==> src/hw/rtl/oxavg_pkg.sv <==
package oxavg_pkg;

    // Field widths fixed by the stream format.
    localparam int BYTE_W   = 8;
    localparam int IN_W     = 3 * BYTE_W;
    localparam int OUT_W    = 16;
    localparam int WIN_W    = 5;
    localparam int CFG_IDX_W = 8;
    localparam int CFG_W    = 8;

    // Store depth and the widths that follow from it.
    localparam int MAX_WINDOW = 16;
    localparam int SAMPLE_W   = 13;
    localparam int SUM_W      = SAMPLE_W + ((MAX_WINDOW > 1) ? $clog2(MAX_WINDOW) : 0);
    localparam int FILL_W     = $clog2(MAX_WINDOW + 1);
    localparam int IDX_W      = (MAX_WINDOW > 1) ? $clog2(MAX_WINDOW) : 1;

    // Reading in hundredths (at most 28305) and the Q0.16 key (at most 16712).
    localparam int READ_W  = 15;
    localparam int KEY_W   = 15;
    localparam int FRAC_W  = 16;
    localparam int CNT_W   = $clog2(SUM_W + READ_W + 1);

    // Calibration constants.
    localparam logic [KEY_W-1:0] KEY_DEFAULT = KEY_W'(11414);
    localparam int KEY_ROUND   = 500;

    // Divide by 1000 as a multiply by ceil(2^34 / 1000) and a shift. The
    // error term stays below one for every numerator under 2^24.
    localparam int KEY_RECIP_W     = 25;
    localparam int KEY_RECIP_SHIFT = 34;
    localparam logic [KEY_RECIP_W-1:0] KEY_RECIP = KEY_RECIP_W'(17179870);
    localparam int KEY_PROD_W      = BYTE_W + FRAC_W + 1 + KEY_RECIP_W;

    // Register indexes of the configuration port.
    localparam logic [CFG_IDX_W-1:0] REG_KEY_CODE = CFG_IDX_W'(0);
    localparam logic [CFG_IDX_W-1:0] REG_WINDOW   = CFG_IDX_W'(1);

    localparam logic [WIN_W-1:0] WINDOW_RESET = WIN_W'(16);

    // Calibration key: code/1000 in Q0.16 rounded half up, or the default key.
    function automatic logic [KEY_W-1:0] key_q16(input logic [BYTE_W-1:0] code);
        logic [BYTE_W+FRAC_W:0] num;
        logic [KEY_PROD_W-1:0]  prod;
        begin
            num = {1'b0, code, {FRAC_W{1'b0}}} + (BYTE_W + FRAC_W + 1)'(KEY_ROUND);
            prod = KEY_PROD_W'(num) * KEY_PROD_W'(KEY_RECIP);
            if (code == '0)
            begin
                return KEY_DEFAULT;
            end
            return KEY_W'(prod >> KEY_RECIP_SHIFT);
        end
    endfunction

endpackage

==> src/hw/rtl/oxygen_reading_moving_average.sv <==
// Oxygen reading moving average.
//
// Input stream s_axis carries the three reading bytes of one sensor poll. The
// block forms the reading in hundredths of a percent, scales it by the
// calibration key and pushes the sample into a store of recent samples. Each
// input transaction yields one output transaction on m_axis: the truncated
// mean of the filled entries and an error flag when the window is zero.
// The cfg channel writes the key code (index 0) and the window (index 1);
// it is always ready; write it only while the block is idle, a rule that
// the block does not enforce. A window write restarts the fill count and sum.
//
// Steps: READ_W multiply steps (one reading bit a cycle), one update step,
// SUM_W divide steps (one quotient bit a cycle) and one output step; a zero
// window goes straight to the output step. One item is in work at a time and
// the input opens in the cycle after the result is loaded.
// Reset clears the fill count, the sum, the handshake state and loads the
// default key code and a window of 16. When m_axis stalls, the result waits
// in the output register; the next item may be taken meanwhile and holds in
// its last step until the register frees up.
module oxygen_reading_moving_average
    import oxavg_pkg::*;
(
    input  logic                 clk,
    input  logic                 rst_n,
    // whole_part [7:0], tenths_part [15:8], hundredths_part [23:16]
    input  logic [IN_W-1:0]      s_axis_tdata,
    input  logic                 s_axis_tvalid,
    output logic                 s_axis_tready,
    // average_concentration [12:0], zero fill above
    output logic [OUT_W-1:0]     m_axis_tdata,
    // window_error [0]
    output logic                 m_axis_tuser,
    output logic                 m_axis_tvalid,
    input  logic                 m_axis_tready,
    input  logic                 cfg_valid,
    output logic                 cfg_ready,
    input  logic [CFG_IDX_W-1:0] cfg_index,
    input  logic [CFG_W-1:0]     cfg_data
);

    typedef enum logic [2:0] {
        ST_IDLE,
        ST_MUL,
        ST_UPD,
        ST_DIV,
        ST_OUT
    } state_t;

    state_t                state_reg;
    logic [BYTE_W-1:0]     key_code_reg;
    logic [WIN_W-1:0]      window_reg;
    logic [SUM_W-1:0]      sum_reg;
    logic [FILL_W-1:0]     fill_reg;
    logic [CNT_W-1:0]      cnt_reg;
    logic [KEY_W-1:0]      key_reg;
    logic [KEY_W:0]        prod_hi_reg;
    logic [READ_W-1:0]     prod_lo_reg;
    logic [SUM_W-1:0]      quot_reg;
    logic [FILL_W-1:0]     rem_reg;
    logic                  err_reg;
    logic [SAMPLE_W-1:0]   store_reg [MAX_WINDOW];

    logic                  in_fire;
    logic                  cfg_fire;
    logic                  out_free;
    logic [FILL_W-1:0]     eff_win;
    logic [IDX_W-1:0]      last_idx;
    logic [READ_W-1:0]     reading;
    logic [KEY_W:0]        mul_add;
    logic [SAMPLE_W-1:0]   sample;
    logic                  window_full;
    logic [SAMPLE_W-1:0]   drop_value;
    logic [SUM_W-1:0]      sum_next;
    logic [FILL_W-1:0]     fill_next;
    logic [FILL_W:0]       div_trial;
    logic                  div_bit;

    assign in_fire   = s_axis_tvalid && s_axis_tready;
    assign cfg_fire  = cfg_valid && cfg_ready;
    assign cfg_ready = 1'b1;
    assign out_free  = !m_axis_tvalid || m_axis_tready;
    assign s_axis_tready = (state_reg == ST_IDLE);

    // Effective window saturates at the store depth.
    always_comb
    begin
        if (int'(window_reg) > MAX_WINDOW)
        begin
            eff_win = FILL_W'(MAX_WINDOW);
        end
        else
        begin
            eff_win = FILL_W'(window_reg);
        end
    end

    assign last_idx = IDX_W'(eff_win - FILL_W'(1));

    // Reading in hundredths from the three bytes.
    assign reading = READ_W'(s_axis_tdata[BYTE_W-1:0]) * READ_W'(100)
                   + READ_W'(s_axis_tdata[2*BYTE_W-1:BYTE_W]) * READ_W'(10)
                   + READ_W'(s_axis_tdata[3*BYTE_W-1:2*BYTE_W]);

    // One shift-add step of the serial multiplier, one reading bit per cycle.
    assign mul_add = prod_hi_reg + (prod_lo_reg[0] ? {1'b0, key_reg} : '0);

    // Sample is the product shifted down by the key's fraction bits.
    assign sample = SAMPLE_W'({prod_hi_reg, prod_lo_reg} >> FRAC_W);

    // Running sum and fill count after this sample enters the window.
    assign window_full = (fill_reg >= eff_win);
    assign drop_value  = window_full ? store_reg[last_idx] : '0;
    assign sum_next    = sum_reg - SUM_W'(drop_value) + SUM_W'(sample);
    assign fill_next   = window_full ? eff_win : fill_reg + FILL_W'(1);

    // One restoring divide step, one quotient bit per cycle.
    assign div_trial = {rem_reg, quot_reg[SUM_W-1]};
    assign div_bit   = (div_trial >= {1'b0, fill_reg});

    // Control, arithmetic and output register.
    always_ff @(posedge clk or negedge rst_n)
    begin
        if (!rst_n)
        begin
            state_reg     <= ST_IDLE;
            key_code_reg  <= '0;
            window_reg    <= WINDOW_RESET;
            sum_reg       <= '0;
            fill_reg      <= '0;
            cnt_reg       <= '0;
            m_axis_tvalid <= 1'b0;
        end
        else
        begin
            // A result taken while no new one is loaded empties the register.
            if (m_axis_tvalid && m_axis_tready && (state_reg != ST_OUT))
            begin
                m_axis_tvalid <= 1'b0;
            end

            // Configuration writes; indexes beyond the list are dropped.
            if (cfg_fire)
            begin
                if (cfg_index == REG_KEY_CODE)
                begin
                    key_code_reg <= cfg_data;
                end
                else if (cfg_index == REG_WINDOW)
                begin
                    window_reg <= WIN_W'(cfg_data);
                    fill_reg   <= '0;
                    sum_reg    <= '0;
                end
            end

            case (state_reg)
                ST_IDLE:
                begin
                    if (in_fire)
                    begin
                        cnt_reg     <= '0;
                        key_reg     <= key_q16(key_code_reg);
                        prod_hi_reg <= '0;
                        prod_lo_reg <= reading;
                        quot_reg    <= '0;
                        err_reg     <= (eff_win == '0);
                        state_reg   <= (eff_win == '0) ? ST_OUT : ST_MUL;
                    end
                end
                ST_MUL:
                begin
                    {prod_hi_reg, prod_lo_reg} <= {mul_add, prod_lo_reg} >> 1;
                    cnt_reg <= cnt_reg + CNT_W'(1);
                    if (cnt_reg == CNT_W'(READ_W - 1))
                    begin
                        state_reg <= ST_UPD;
                    end
                end
                ST_UPD:
                begin
                    sum_reg   <= sum_next;
                    fill_reg  <= fill_next;
                    quot_reg  <= sum_next;
                    rem_reg   <= '0;
                    cnt_reg   <= '0;
                    state_reg <= ST_DIV;
                end
                ST_DIV:
                begin
                    rem_reg  <= div_bit ? FILL_W'(div_trial - {1'b0, fill_reg})
                                        : FILL_W'(div_trial);
                    quot_reg <= {quot_reg[SUM_W-2:0], div_bit};
                    cnt_reg  <= cnt_reg + CNT_W'(1);
                    if (cnt_reg == CNT_W'(SUM_W - 1))
                    begin
                        state_reg <= ST_OUT;
                    end
                end
                ST_OUT:
                begin
                    if (out_free)
                    begin
                        m_axis_tvalid <= 1'b1;
                        m_axis_tdata  <= OUT_W'(quot_reg[SAMPLE_W-1:0]);
                        m_axis_tuser  <= err_reg;
                        state_reg     <= ST_IDLE;
                    end
                end
                default:
                begin
                    state_reg <= ST_IDLE;
                end
            endcase
        end
    end

    // Sample store: newest in entry 0, entries inside the window move up.
    always_ff @(posedge clk)
    begin
        if (state_reg == ST_UPD)
        begin
            store_reg[0] <= sample;
            for (int k = 1; k < MAX_WINDOW; k++)
            begin
                if (k < int'(eff_win))
                begin
                    store_reg[k] <= store_reg[k-1];
                end
            end
        end
    end

    // The fill count never passes the store depth.
    assert property (@(posedge clk) disable iff (!rst_n)
        int'(fill_reg) <= MAX_WINDOW)
        else $error("fill count beyond store depth");

    // An empty window holds no sum.
    assert property (@(posedge clk) disable iff (!rst_n)
        (fill_reg == '0) |-> (sum_reg == '0))
        else $error("running sum nonzero with empty window");

    // An error result always carries a zero average.
    assert property (@(posedge clk) disable iff (!rst_n)
        (m_axis_tvalid && m_axis_tuser) |-> (m_axis_tdata == '0))
        else $error("error result with nonzero average");

    // An accepted item blocks further input on the next cycle.
    assert property (@(posedge clk) disable iff (!rst_n)
        in_fire |=> !s_axis_tready)
        else $error("input accepted while an item is in work");

    // A result is only loaded when the output register is free.
    assert property (@(posedge clk) disable iff (!rst_n)
        (state_reg == ST_OUT && !out_free) |=> (state_reg == ST_OUT))
        else $error("result dropped under a stalled output");

endmodule

==> config.mk <==
export PLATFORM = sky130hd
export DESIGN_NAME = oxygen_reading_moving_average
export DESIGN_NICKNAME = d
export VERILOG_FILES = /design/src/hw/rtl/oxavg_pkg.sv /design/src/hw/rtl/oxygen_reading_moving_average.sv
export SDC_FILE = /design/constraint.sdc
export NUM_CORES = 1
export LEC_CHECK = 0
export ABC_AREA = 1
export BUFFER_PORTS_ARGS = -buffer_cell sky130_fd_sc_hd__buf_2
export CORE_MARGIN = 5
export CORE_UTILIZATION = 55
export DETAILED_ROUTE_END_ITERATION = 6
export PLACE_DENSITY = 0.74
export SKIP_LAST_GASP = 1
export SYNTH_ARGS = -nofsm -noshare
export SYNTH_HDL_FRONTEND = slang
export SYNTH_SLANG_ARGS = --single-unit
==> constraint.sdc <==
create_clock -name clk -period 5.2 [get_ports clk]
set_input_delay 0.78 -clock clk [delete_from_list [all_inputs] [get_ports clk]]
set_output_delay 0.78 -clock clk [all_outputs]
set_load 0.01 [all_outputs]
==> results by group, run 1 <==
Final layout
  – Commonest non-fill, non-tap cells in the layout: nand2_1, inv_1, edfxtp_1
  – ANT cells: 0
  – Layout area overhead: 10.97%
  – Share of layout cells above drive strength 1: 0.08651
  – Final core utilization: 0.6203
  – Final std cells w/o fill: 3,149
  – Max reg flops: 208
  – Final net count: 2,952
  – Final non-filler cell area: 24,760 um^2
  – Leading cell type in the layout, fill and taps excluded: nand2_1

Route
  – First-pass DRT Iterations: 6
  – Via Count: 17,300
  – Post-DR vias/cell: 5.493
  – Detailed-route DRC error count: 0
  – Final ANT Viol Nets: 0
  – Initial drt markers: 1,510
  – Routed len/inst: 17.10 um
  – Final wirelength: 53.85 mm

Power and ir drop
  – Pwr per Cell Area: 488.6 nW/um^2
  – Peak VDD IR: 0.3165 mV
  – Total power: 12,100 uW
  – Leak: 0.01179 uW

Logic synthesis
  – Synth async-reset ratio: 0.1343
  – Post-synthesis average cell area: 8.910 um^2
  – Mapped cell area: 22,310 um^2
  – Yosys warnings: 0
  – Seq cells post-synth: 335
  – Seq/Total Area, Yosys: 0.4408
  – Leading area contributor after synthesis: edfxtp_1
  – Top cells by area, synth: edfxtp_1, ha_1, nand2_1
  – Number of synthesized flops with an enable pin: 290
  – Post-Synthesis Cells: 2,504
  – Primary FF master, synth: edfxtp_1
  – Cell variety after synth: 42
  – Synth top area share: 0.3903

Worst setup path
  – Critical-path top delay cell: fa_2
  – Worst r2r dst: key_reg[2]
  – Slowest Stage Delay on Critical Path: 0.55 ns
  – Cell family with most CP delay: adder cells
  – Crit path buf inv count: 5
  – Cells on worst reg2reg path: 21
  – Crit-path cells: buf_4 -> fa_1 -> inv_1 -> fa_1 -> inv_1 -> ha_1 -> ha_2 -> fa_1 -> inv_1 -> fa_2 -> inv_1 -> fa_2 -> ha_4 -> nand2_1 -> nand2_2 -> a21oi_2 -> o21ai_2 -> nand2_1 -> nand2_1 -> o21bai_1 -> nand3_1
  – Timing endpoint of the critical path: key_reg[2]
  – Worst path most repeated cell: inv_1
  – Critical Path Fanout Max: 5
  – R2r startpoint: key_code_reg[6]
  – Crit path depth: 21
  – CP Capture Type: flip-flop
  – Crit. Startpoint: key_code_reg[6]
  – Crit Path Class: reg -> reg
  – R2R Setup Slk: 0.19 ns
  – Critical Path Start Type: flip-flop
  – Arr. time, crit path: 5.28 ns
  – WP data required: 5.47 ns

Clock network
  – Clk root buf: clkbuf_16
  – Clk sink count: 335
  – CTS tree: yes
  – Worst-path clk slew: 0.06 ns
  – Clk_lat worst skew: 0.56 ns
  – Max Buffers Root-to-Sink: 3
  – CTS H-tree depth: 2
  – CTS Buf Count: 39

Placement
  – Final HPWL DP: 40.75 mm
  – RePlAce Congestion: 0.9862
  – Port buffer count: 60
  – Placed cell count: 3,076
  – Area after DPL: 23,360 um^2

GRT
  – Initial antenna violation count: 0
  – Tot GR Track Use: 0.2430
  – Met2 usage: 0.4211
  – Busiest grt layer: met2
  – First-pass GRT wire length: 88.17 mm
  – GR Util met3: 0.03586
  – GR Util met1: 0.3143
  – Vias in the first global route: 17,540
  – Largest net degree at the start of global routing: 88
  – Gr ovfl total: 0

Floorplan
  – DIE AREA: 44,690 um^2
  – Die span in y: 211.4 um
  – Initial core utilization: 0.5590
  – IO Count: 65
  – # rows: 73
  – Die width: 211.4 um
  – Placeable Area: 39,910 um^2

Timing
  – Final max-slew violation count: 0
  – Final setup vio count: 0
  – Unrepaired setup endpoints after global routing: true
  – Post-Route Setup TNS: 0 ns
  – Hold Vio Cnt, Final: 0
  – Worst slew pin tran: 1.209 ns
  – Rel. slew slack: 0.1910
  – Max frequency: 199.5 MHz
  – Final worst-path cycle share: 0.9638
  – Final min period: 5.012 ns
  – Clock skew: 0.03383 ns

Run status
  – Status: finished, final reports clean

Hold path
  – Hold Crit Class: in -> async

Job
  – Maximum Capacitance Violations: 0
==> power breakdown <==
| group | switching, uW | internal, uW |
|---|---|---|
| sequential | 182 | 3350 |
| combinational | 3800 | 2070 |
| clock | 1100 | 1590 |
==> cell families after synthesis <==
| group | synth area share |
|---|---|
| buffers and inverters | 0.07918 |
| AO/OA/AOI/OAI | 0.06881 |
| XOR/XNOR | 0.009029 |
| other | 0.0003366 |
| AND/OR/NAND/NOR | 0.2027 |
| adder cells (fa/ha/maj) | 0.1991 |
| flip-flops | 0.4408 |
==> routing by layer <==
| layer | up-vias | share of wire |
|---|---|---|
| met5 | - | 0 |
| met4 | 0 | 0.032 |
| met3 | 100 | 0.054 |
| met2 | 452 | 0.49 |
| met1 | 8324 | 0.42 |
| li1 | 8421 | - |
==> layout make-up <==
cell class / count / area [um^2]
Timing Repair Buffer: 108 / 701.9
Clock buffer: 53 / 1060
Sequential cell: 335 / 9839
Multi-Input combinational cell: 1727 / 10870
Tap cell: 525 / 656.9
Inverter: 383 / 1440
Fill cell: 3364 / 15150
Clock inverter: 18 / 188.9
==> repair_timing <==
item | CTS | global route
setup buffers | 0 | 2
hold buffers | 0 | 0
setup endpoints to repair | 0 | 20
resized for setup | 0 | 43
hold endpoints to repair | 0 | 0
==> synth_stat cells (all sizes together), types with 7 or more instances <==
cell type and count:
nand2 693, inv 382, edfxtp 290, ha 243, nand3 183, nor2 165
o21ai 123, a21oi 117, fa 70, dfrtp 44, buf 37, clkbuf 24
nor3 23, nand4 19, xnor2 12, a31oi 11, xor2 11, o21bai 10
a21o 8, o21a 8, or2 7
==> worst min-delay path by stage <==
stage,from,endpoint,depth (start not counted)
CTS,m_axis_tready,m_axis_tvalid,2
detailed placement,store_reg[5][6],store_reg[6][6],0
floorplan,err_reg,m_axis_tuser,0
global placement,store_reg[2][12],store_reg[3][12],0
global route,m_axis_tready,m_axis_tvalid,2
finish,rst_n,sum_reg[7],2
==> per-stage QoR <==
step           setup slack, ns  hold WS [ns]
3_3_place_gp           0.05450        0.4235
2_1_floorplan           0.1997        0.4003
6_report                0.1884        0.4059
4_1_cts                0.05483        0.3850
3_5_place_dp           0.05327        0.4323
5_1_grt               -0.02604        0.4331
Power figures use the tool's default switching activity.
==> inputs of run 2 (changes only) <==
--- a/config.mk
+++ b/config.mk
@@ -10,7 +10,7 @@
 export CORE_MARGIN = 5
 export CORE_UTILIZATION = 55
 export DETAILED_ROUTE_END_ITERATION = 6
-export PLACE_DENSITY = 0.74
+export PLACE_DENSITY = 0.71
 export SKIP_LAST_GASP = 1
 export SYNTH_ARGS = -nofsm -noshare
 export SYNTH_HDL_FRONTEND = slang
==> constraint.sdc (replaced) <==
create_clock -name clk -period 5.05 [get_ports clk]
set_input_delay 0.7575 -clock clk [delete_from_list [all_inputs] [get_ports clk]]
set_output_delay 0.7575 -clock clk [all_outputs]
set_load 0.01 [all_outputs]
==> run 2 against run 1 <==
Effect of this change:
- clock skew fell by 0.017 ns
- combinational power grew 7.8%
- hold slack worse by 0.0073 ns
- highest routed layer unchanged
- register-to-register slack got worse by 0.12 ns
- critical path depth grew 3
- cell count up 0.25%
- flip-flop and latch count unchanged
- core utilization rose by 0.45 points
- clock power barely moved
- maximum frequency grew 0.58%
- critical path type unchanged
- largest cell class unchanged
==> results by group, run 2 (synthesis gave the netlist of run 1 again) <==
Worst setup path
  – Cells on worst reg2reg path: 24 (+14%)
  – Arr. time, crit path: 5.28 ns (about the same)
  – R2R Setup Slk: 0.07 ns (-0.12 ns)
  – Worst r2r dst: key_reg[5]
  – R2r startpoint: key_code_reg[6]
  – Critical Path Fanout Max: 5 (unchanged)
  – Crit Path Class: reg -> reg
  – CP Capture Type: flip-flop
  – WP data required: 5.35 ns (-0.12 ns)
  – Critical Path Start Type: flip-flop

Final layout
  – Share of layout cells above drive strength 1: 0.1026 (+0.01607)
  – Final core utilization: 0.6248 (+0.004483)
  – Commonest non-fill, non-tap cells in the layout: nand2_1, inv_1, edfxtp_1
  – Layout fillers: 3,373 (+0.27%)
  – ANT cells: 0 (unchanged)
  – Final net count: 2,963 (+0.37%)
  – Max reg flops: 208 (unchanged)
  – Layout area overhead: 11.78%
  – Leading cell type in the layout, fill and taps excluded: nand2_1

GRT
  – Gr ovfl total: 0 (unchanged)
  – Initial antenna violation count: 0 (unchanged)
  – First-pass GRT wire length: 88.97 mm (+0.91%)
  – Vias in the first global route: 17,690 (+0.83%)
  – Tot GR Track Use: 0.2450 (+0.001986)
  – Largest net degree at the start of global routing: 83 (-5.7%)

Clock network
  – Clk root buf: clkbuf_16
  – CTS tree: yes
  – Clk_lat worst skew: 0.55 ns (about the same)
  – Max Buffers Root-to-Sink: 3 (unchanged)
  – CTS Buf Count: 37 (-5.1%)
  – # hold bufs at CTS: 0 (unchanged)
  – Worst-path clk slew: 0.06 ns (about the same)
  – Clk sink count: 335 (unchanged)
  – CTS H-tree depth: 2 (unchanged)

Power and ir drop
  – Int Pwr: 7304 uW (+4.1%)
  – Seq pwr share: 0.287 (-0.005)
  – Peak VDD IR: 0.4404 mV (+39%)
  – Sw Pwr: 5334 uW (+4.9%)
  – Combinational Power Share: 0.501 (+0.015)
  – Leak: 0.01187 uW (+0.67%)
  – Pwr per Cell Area: 506.7 nW/um^2 (+3.7%)
  – Sw frac: 0.4221 (+0.001831)
  – Clock power share: 0.212 (-0.010)

Route
  – Initial drt markers: 1,384 (-8.3%)
  – First-pass DRT Iterations: 5 (-1)
  – Post-DR vias/cell: 5.459 (-0.62%)
  – Detailed-route DRC error count: 0 (unchanged)
  – Final wirelength: 53.97 mm (+0.22%)
  – Via Count: 17,230 (-0.37%)
  – Final ANT Viol Nets: 0 (unchanged)
  – Routed len/inst: 17.10 um (about the same)

Placement
  – Dpl ws: -0.1328 ns (-0.1861 ns)
  – RePlAce Congestion: 0.9248 (-6.2%)
  – Port buffer count: 60 (unchanged)
  – Final HPWL DP: 40.87 mm (+0.31%)

Timing
  – Rel. slew slack: 0.1817 (-0.009291)
  – Final worst slack: 0.06742 ns (-0.1209 ns)
  – Unrepaired setup endpoints after global routing: true
  – Final setup vio count: 0 (unchanged)
  – Final min period: 4.983 ns (-0.02907 ns)
  – Worst slew pin tran: 1.223 ns (+0.01389 ns)
  – Final worst-path cycle share: 0.9866 (+0.02287)
  – Clock skew: 0.01712 ns (-0.01671 ns)
  – Hold Vio Cnt, Final: 0 (unchanged)
  – Final max-slew violation count: 0 (unchanged)
  – Max frequency: 200.7 MHz (+0.58%)

Hold path
  – Hold Crit Depth: 2
  – Hold Crit Class: in -> reg
  – WHS Endpoint: m_axis_tvalid
  – Hold Crit Start: m_axis_tready

Floorplan
  – Initial core utilization: 0.5590 (unchanged)
  – DIE AREA: 44,690 um^2 (unchanged)
  – # rows: 73 (unchanged)
  – Die span in y: 211.4 um (unchanged)
  – Placeable Area: 39,910 um^2 (unchanged)
  – Die width: 211.4 um (unchanged)
  – IO Count: 65 (unchanged)

Job
  – Maximum Capacitance Violations: 0 (unchanged)

Run status
  – Status: finished, final reports clean
run 2: cell count changes in the layout (fill, tap and decap cells not counted), sizes merged:
cell,previous run,this run
clkinvlp,1,0
inv,385,383
buf,108,121
clkinv,12,17
clkbuf,53,46
run 2: power by group through the flow:
| stage | sequential [uW] | clock, uW | combinational, uW |
|---|---|---|---|
| floorplan | 3630 | 0 | 4280 |
| global placement | 3670 | 0 | 5650 |
| detailed placement | 3680 | 0 | 5800 |
| CTS | 3630 | 2720 | 5920 |
| global route | 3660 | 2840 | 7230 |
| finish | 3630 | 2670 | 6340 |
run 2: layout make-up:
type	instances	area (um^2)	area share
inverter	383	1438	0.05765
tap	525	656.9	0.02634
multi-input combinational	1727	11020	0.4419
clock buffer	46	991.0	0.03974
clock inverter	20	191.4	0.007676
timing repair buffer	121	802.0	0.03216
sequential	335	9839	0.3945
run 2: worst max-delay path: stages, from the launching register on:
cell and delay [ns]:
dfrtp_2 0.47, buf_6 0.15, fa_1 0.52, inv_2 0.04, fa_1 0.48, inv_1 0.05, ha_2 0.18, ha_4 0.16
fa_1 0.53, inv_1 0.05, fa_2 0.53, inv_2 0.04, fa_2 0.44, ha_4 0.31, nand2_4 0.08, nor2_4 0.12
inv_2 0.05, nor2_4 0.10, nand2_2 0.08, nand3_2 0.08, nand2_1 0.05, nand2_1 0.08, nand2_1 0.05, nand2_1 0.06
nor2_1 0.07
run 2: metrics by stage:
step           instance area, um^2  setup TNS [ns]  power, uW  std cells  hold slack [ns]
6_report                     24940               0      12640       3157           0.3986
3_3_place_gp                 23410         -0.2747       9316       3084           0.4145
2_1_floorplan                22320               0       7909       2506           0.4003
3_5_place_dp                 23410         -0.8178       9480       3084           0.4181
5_1_grt                      24940         -0.5489      13720       3157           0.4145
4_1_cts                      24630               0      12270       3150           0.3730
run 2: per-layer routing:
layer | part of all wire | GRT usage | up-vias
li1 | - | - | 8445
met1 | 0.42 | 0.3178 | 8166
met2 | 0.49 | 0.4186 | 509
met3 | 0.057 | 0.03749 | 113
met4 | 0.039 | 0.09218 | 0
met5 | 0 | 0 | -
run 2: what timing repair did:
| action | CTS | global route |
|---|---|---|
| hold endpoints to repair | 0 | 0 |
| pin swaps | 5 | 28 |
| buffers inserted | 0 | 7 |
| resized for setup | 12 | 76 |
| setup endpoints to repair | 12 | 16 |
run 2: how the worst max path moves through the flow:
stage	from	to	slack, ns
final	key_code_reg[6]	key_reg[5]	0.07
after global placement	key_code_reg[5]	key_reg[5]	-0.1
after detailed placement	key_code_reg[6]	key_reg[6]	-0.13
after CTS	key_code_reg[6]	key_reg[12]	0.007
after global routing	key_code_reg[6]	key_reg[5]	-0.08
after floorplan	key_code_reg[5]	key_reg[5]	0.05
==> inputs of run 3 (changes only) <==
--- a/config.mk
+++ b/config.mk
@@ -10,7 +10,7 @@
 export CORE_MARGIN = 5
 export CORE_UTILIZATION = 55
 export DETAILED_ROUTE_END_ITERATION = 6
-export PLACE_DENSITY = 0.71
+export PLACE_DENSITY = 0.74
 export SKIP_LAST_GASP = 1
 export SYNTH_ARGS = -nofsm -noshare
 export SYNTH_HDL_FRONTEND = slang
==> constraint.sdc (replaced) <==
create_clock -name clk -period 4.1 [get_ports clk]
set_input_delay 0.615 -clock clk [delete_from_list [all_inputs] [get_ports clk]]
set_output_delay 0.615 -clock clk [all_outputs]
set_load 0.01 [all_outputs]
==> run 3 against run 2 <==
Effect of this change:
- the flow now finishes with violations (setup timing)
- clock power increased by 35%
- core utilization up 4.8 points
- highest routed layer unchanged
- critical path depth fell by 5
- total power rose by 44%
- largest cell class unchanged
- critical endpoint is now key_reg[7]
- via count is 5.3% higher
- first-iteration DRC count is 8.4% higher
- maximum frequency grew 2.0%
- sequential power is 23% higher
==> results by group, run 3 (synthesis gave the netlist of run 1 again) <==
Timing
  – Worst slew pin tran: 1.300 ns (+0.07720 ns)
  – Final worst-path cycle share: 1.191 (+0.2045)
  – Hold Vio Cnt, Final: 0 (unchanged)
  – Post-Route Setup TNS: -10.96 ns (-10.96 ns)
  – Final min period: 4.884 ns (-0.09906 ns)
  – Max frequency: 204.8 MHz (+2.0%)
  – Final worst slack: -0.7835 ns (-0.8509 ns)
  – Clock skew: 0.01110 ns (-0.006017 ns)
  – Unrepaired setup endpoints after global routing: true
  – Rel. slew slack: 0.1285 (-0.05318)
  – Final max-slew violation count: 0 (unchanged)
  – Final setup vio count: 15 (+15)

Worst setup path
  – Critical-path top delay cell: fa_1
  – WP data required: 4.38 ns (-0.97 ns)
  – Critical Path Fanout Max: 3 (-2)
  – CP Capture Type: flip-flop
  – Crit-path cells: fa_1 -> inv_1 -> fa_1 -> inv_2 -> ha_4 -> ha_4 -> fa_1 -> fa_1 -> inv_1 -> fa_1 -> inv_2 -> ha_4 -> a21o_4 -> a21oi_4 -> nor2_1 -> o21ai_1 -> nand3_1 -> nand2_1 -> nand3_1
  – R2R Setup Slk: -0.78 ns (-0.85 ns)
  – Critical Path Start Type: flip-flop
  – Worst path most repeated cell: fa_1
  – Crit path buf inv count: 4 (-2)
  – Crit Path Class: reg -> reg
  – Cell family with most CP delay: adder cells
  – Arr. time, crit path: 5.16 ns (-0.12 ns)
  – Slowest Stage Delay on Critical Path: 0.54 ns (about the same)

Power and ir drop
  – Peak VDD IR: 0.5738 mV (+30%)
  – Pwr per Cell Area: 678.8 nW/um^2 (+34%)
  – Clock power share: 0.197 (-0.015)
  – Int Pwr: 10,780 uW (+48%)
  – Combinational Power Share: 0.557 (+0.056)
  – Leak: 0.01276 uW (+7.6%)
  – Seq pwr share: 0.245 (-0.042)
  – Sw frac: 0.4089 (-0.01320)
  – Sw Pwr: 7452 uW (+40%)

Floorplan
  – # rows: 73 (unchanged)
  – IO Count: 65 (unchanged)
  – Initial core utilization: 0.5590 (unchanged)
  – Die span in y: 211.4 um (unchanged)
  – Die width: 211.4 um (unchanged)
  – Placeable Area: 39,910 um^2 (unchanged)
  – DIE AREA: 44,690 um^2 (unchanged)

Clock network
  – Clk root buf: clkbuf_16
  – # hold bufs at CTS: 0 (unchanged)
  – CTS H-tree depth: 2 (unchanged)
  – Clk sink count: 335 (unchanged)
  – CTS tree: yes
  – Max Buffers Root-to-Sink: 3 (unchanged)
  – Worst-path clk slew: 0.06 ns (about the same)
  – CTS Buf Count: 37 (unchanged)
  – Clk_lat worst skew: 0.56 ns (about the same)

Placement
  – Port buffer count: 60 (unchanged)
  – Final HPWL DP: 43.93 mm (+7.5%)
  – RePlAce Congestion: 0.9388 (+1.5%)
  – Area after DPL: 24,630 um^2 (+5.2%)
  – Dpl ws: -0.8512 ns (-0.7185 ns)

Final layout
  – Final core utilization: 0.6727 (+0.04793)
  – ANT cells: 0 (unchanged)
  – Share of layout cells above drive strength 1: 0.1835 (+0.08092)
  – Final non-filler cell area: 26,850 um^2 (+7.7%)
  – Max reg flops: 208 (unchanged)
  – Leading cell type in the layout, fill and taps excluded: nand2_1
  – Layout area overhead: 20.35%
  – Final net count: 3,130 (+5.6%)
  – Commonest non-fill, non-tap cells in the layout: nand2_1, inv_1, edfxtp_1

Route
  – Final wirelength: 58.34 mm (+8.1%)
  – Via Count: 18,140 (+5.3%)
  – Initial drt markers: 1,500 (+8.4%)
  – Post-DR vias/cell: 5.454 (about the same)
  – Final ANT Viol Nets: 0 (unchanged)
  – Detailed-route DRC error count: 0 (unchanged)
  – First-pass DRT Iterations: 7 (+2)
  – Routed len/inst: 17.54 um (+2.6%)

Job
  – Maximum Capacitance Violations: 0 (unchanged)

GRT
  – Vias in the first global route: 18,340 (+3.7%)
  – Gr ovfl total: 0 (unchanged)
  – Largest net degree at the start of global routing: 46 (-45%)
  – Tot GR Track Use: 0.2563 (+0.01128)
  – First-pass GRT wire length: 92.32 mm (+3.8%)
  – Initial antenna violation count: 0 (unchanged)

Hold path
  – Hold Crit Class: in -> async

Run status
  – Status: complete, but fails checks
  – Failing checks: setup timing
-- run 3: cell count changes in the layout (fill, tap and decap cells not counted), moves of 12 or more --
cell,previous run,this run
buf_4,54,201
a21oi_1,111,95
a21oi_2,4,20
nand2_1,672,658
ha_4,6,18
nand2_2,14,26
nor2_1,154,142
-- run 3: power by group through the flow --
stage | registers, uW | clock network, uW | logic [uW]
after floorplan | 4470 | 0 | 5480
after global placement | 4520 | 0 | 8240
after detailed placement | 4530 | 0 | 8440
after CTS | 4470 | 3640 | 8910
after global routing | 4510 | 3770 | 11300
final | 4470 | 3600 | 10200
-- run 3: per-stage QoR --
step | power, uW | cells | hold WS (ns)
after global placement | 12760 | 3227 | 0.4125
final | 18230 | 3326 | 0.2484
after detailed placement | 12970 | 3227 | 0.4188
after CTS | 17020 | 3304 | 0.2362
after global routing | 19580 | 3326 | 0.2790
after floorplan | 9950 | 2506 | 0.3194
-- run 3: final timing paths --
check | to | start | cells past startpoint
setup / recovery | key_reg[7] | key_code_reg[7] | 19
hold / removal | sum_reg[13] | rst_n | 2
setup reg to reg | key_reg[7] | key_code_reg[7] | 19
min in group clk | m_axis_tvalid | m_axis_tready | 2
max in group asynchronous | key_code_reg[7] | rst_n | 2
hold reg to reg | m_axis_tuser | err_reg | 0
-- run 3: repair_timing --
item / 4_1_cts / 5_1_grt
cloned: 1 / 0
gates resized for setup: 57 / 114
pin swaps: 24 / 48
setup buffers: 8 / 22
setup endpoints to repair: 37 / 42
-- run 3: final cells by class --
cell class	instances	area, um^2
fillers	3129	13060
repair buffers	288	2220
clock buffers	44	994.7
multi-input cells	1727	11390
clock inverters	24	307.8
inverters	383	1441
flip-flops and latches	335	9841
well taps	525	656.9
-- run 3: routing by layer --
metal  global-route usage  wire length, um  up-vias
li1                     -                -     8764
met1               0.3230            23680     8670
met2               0.4542            29430      552
met3              0.03038             2882      154
met4              0.09840             2353        0
met5                    0                0        -
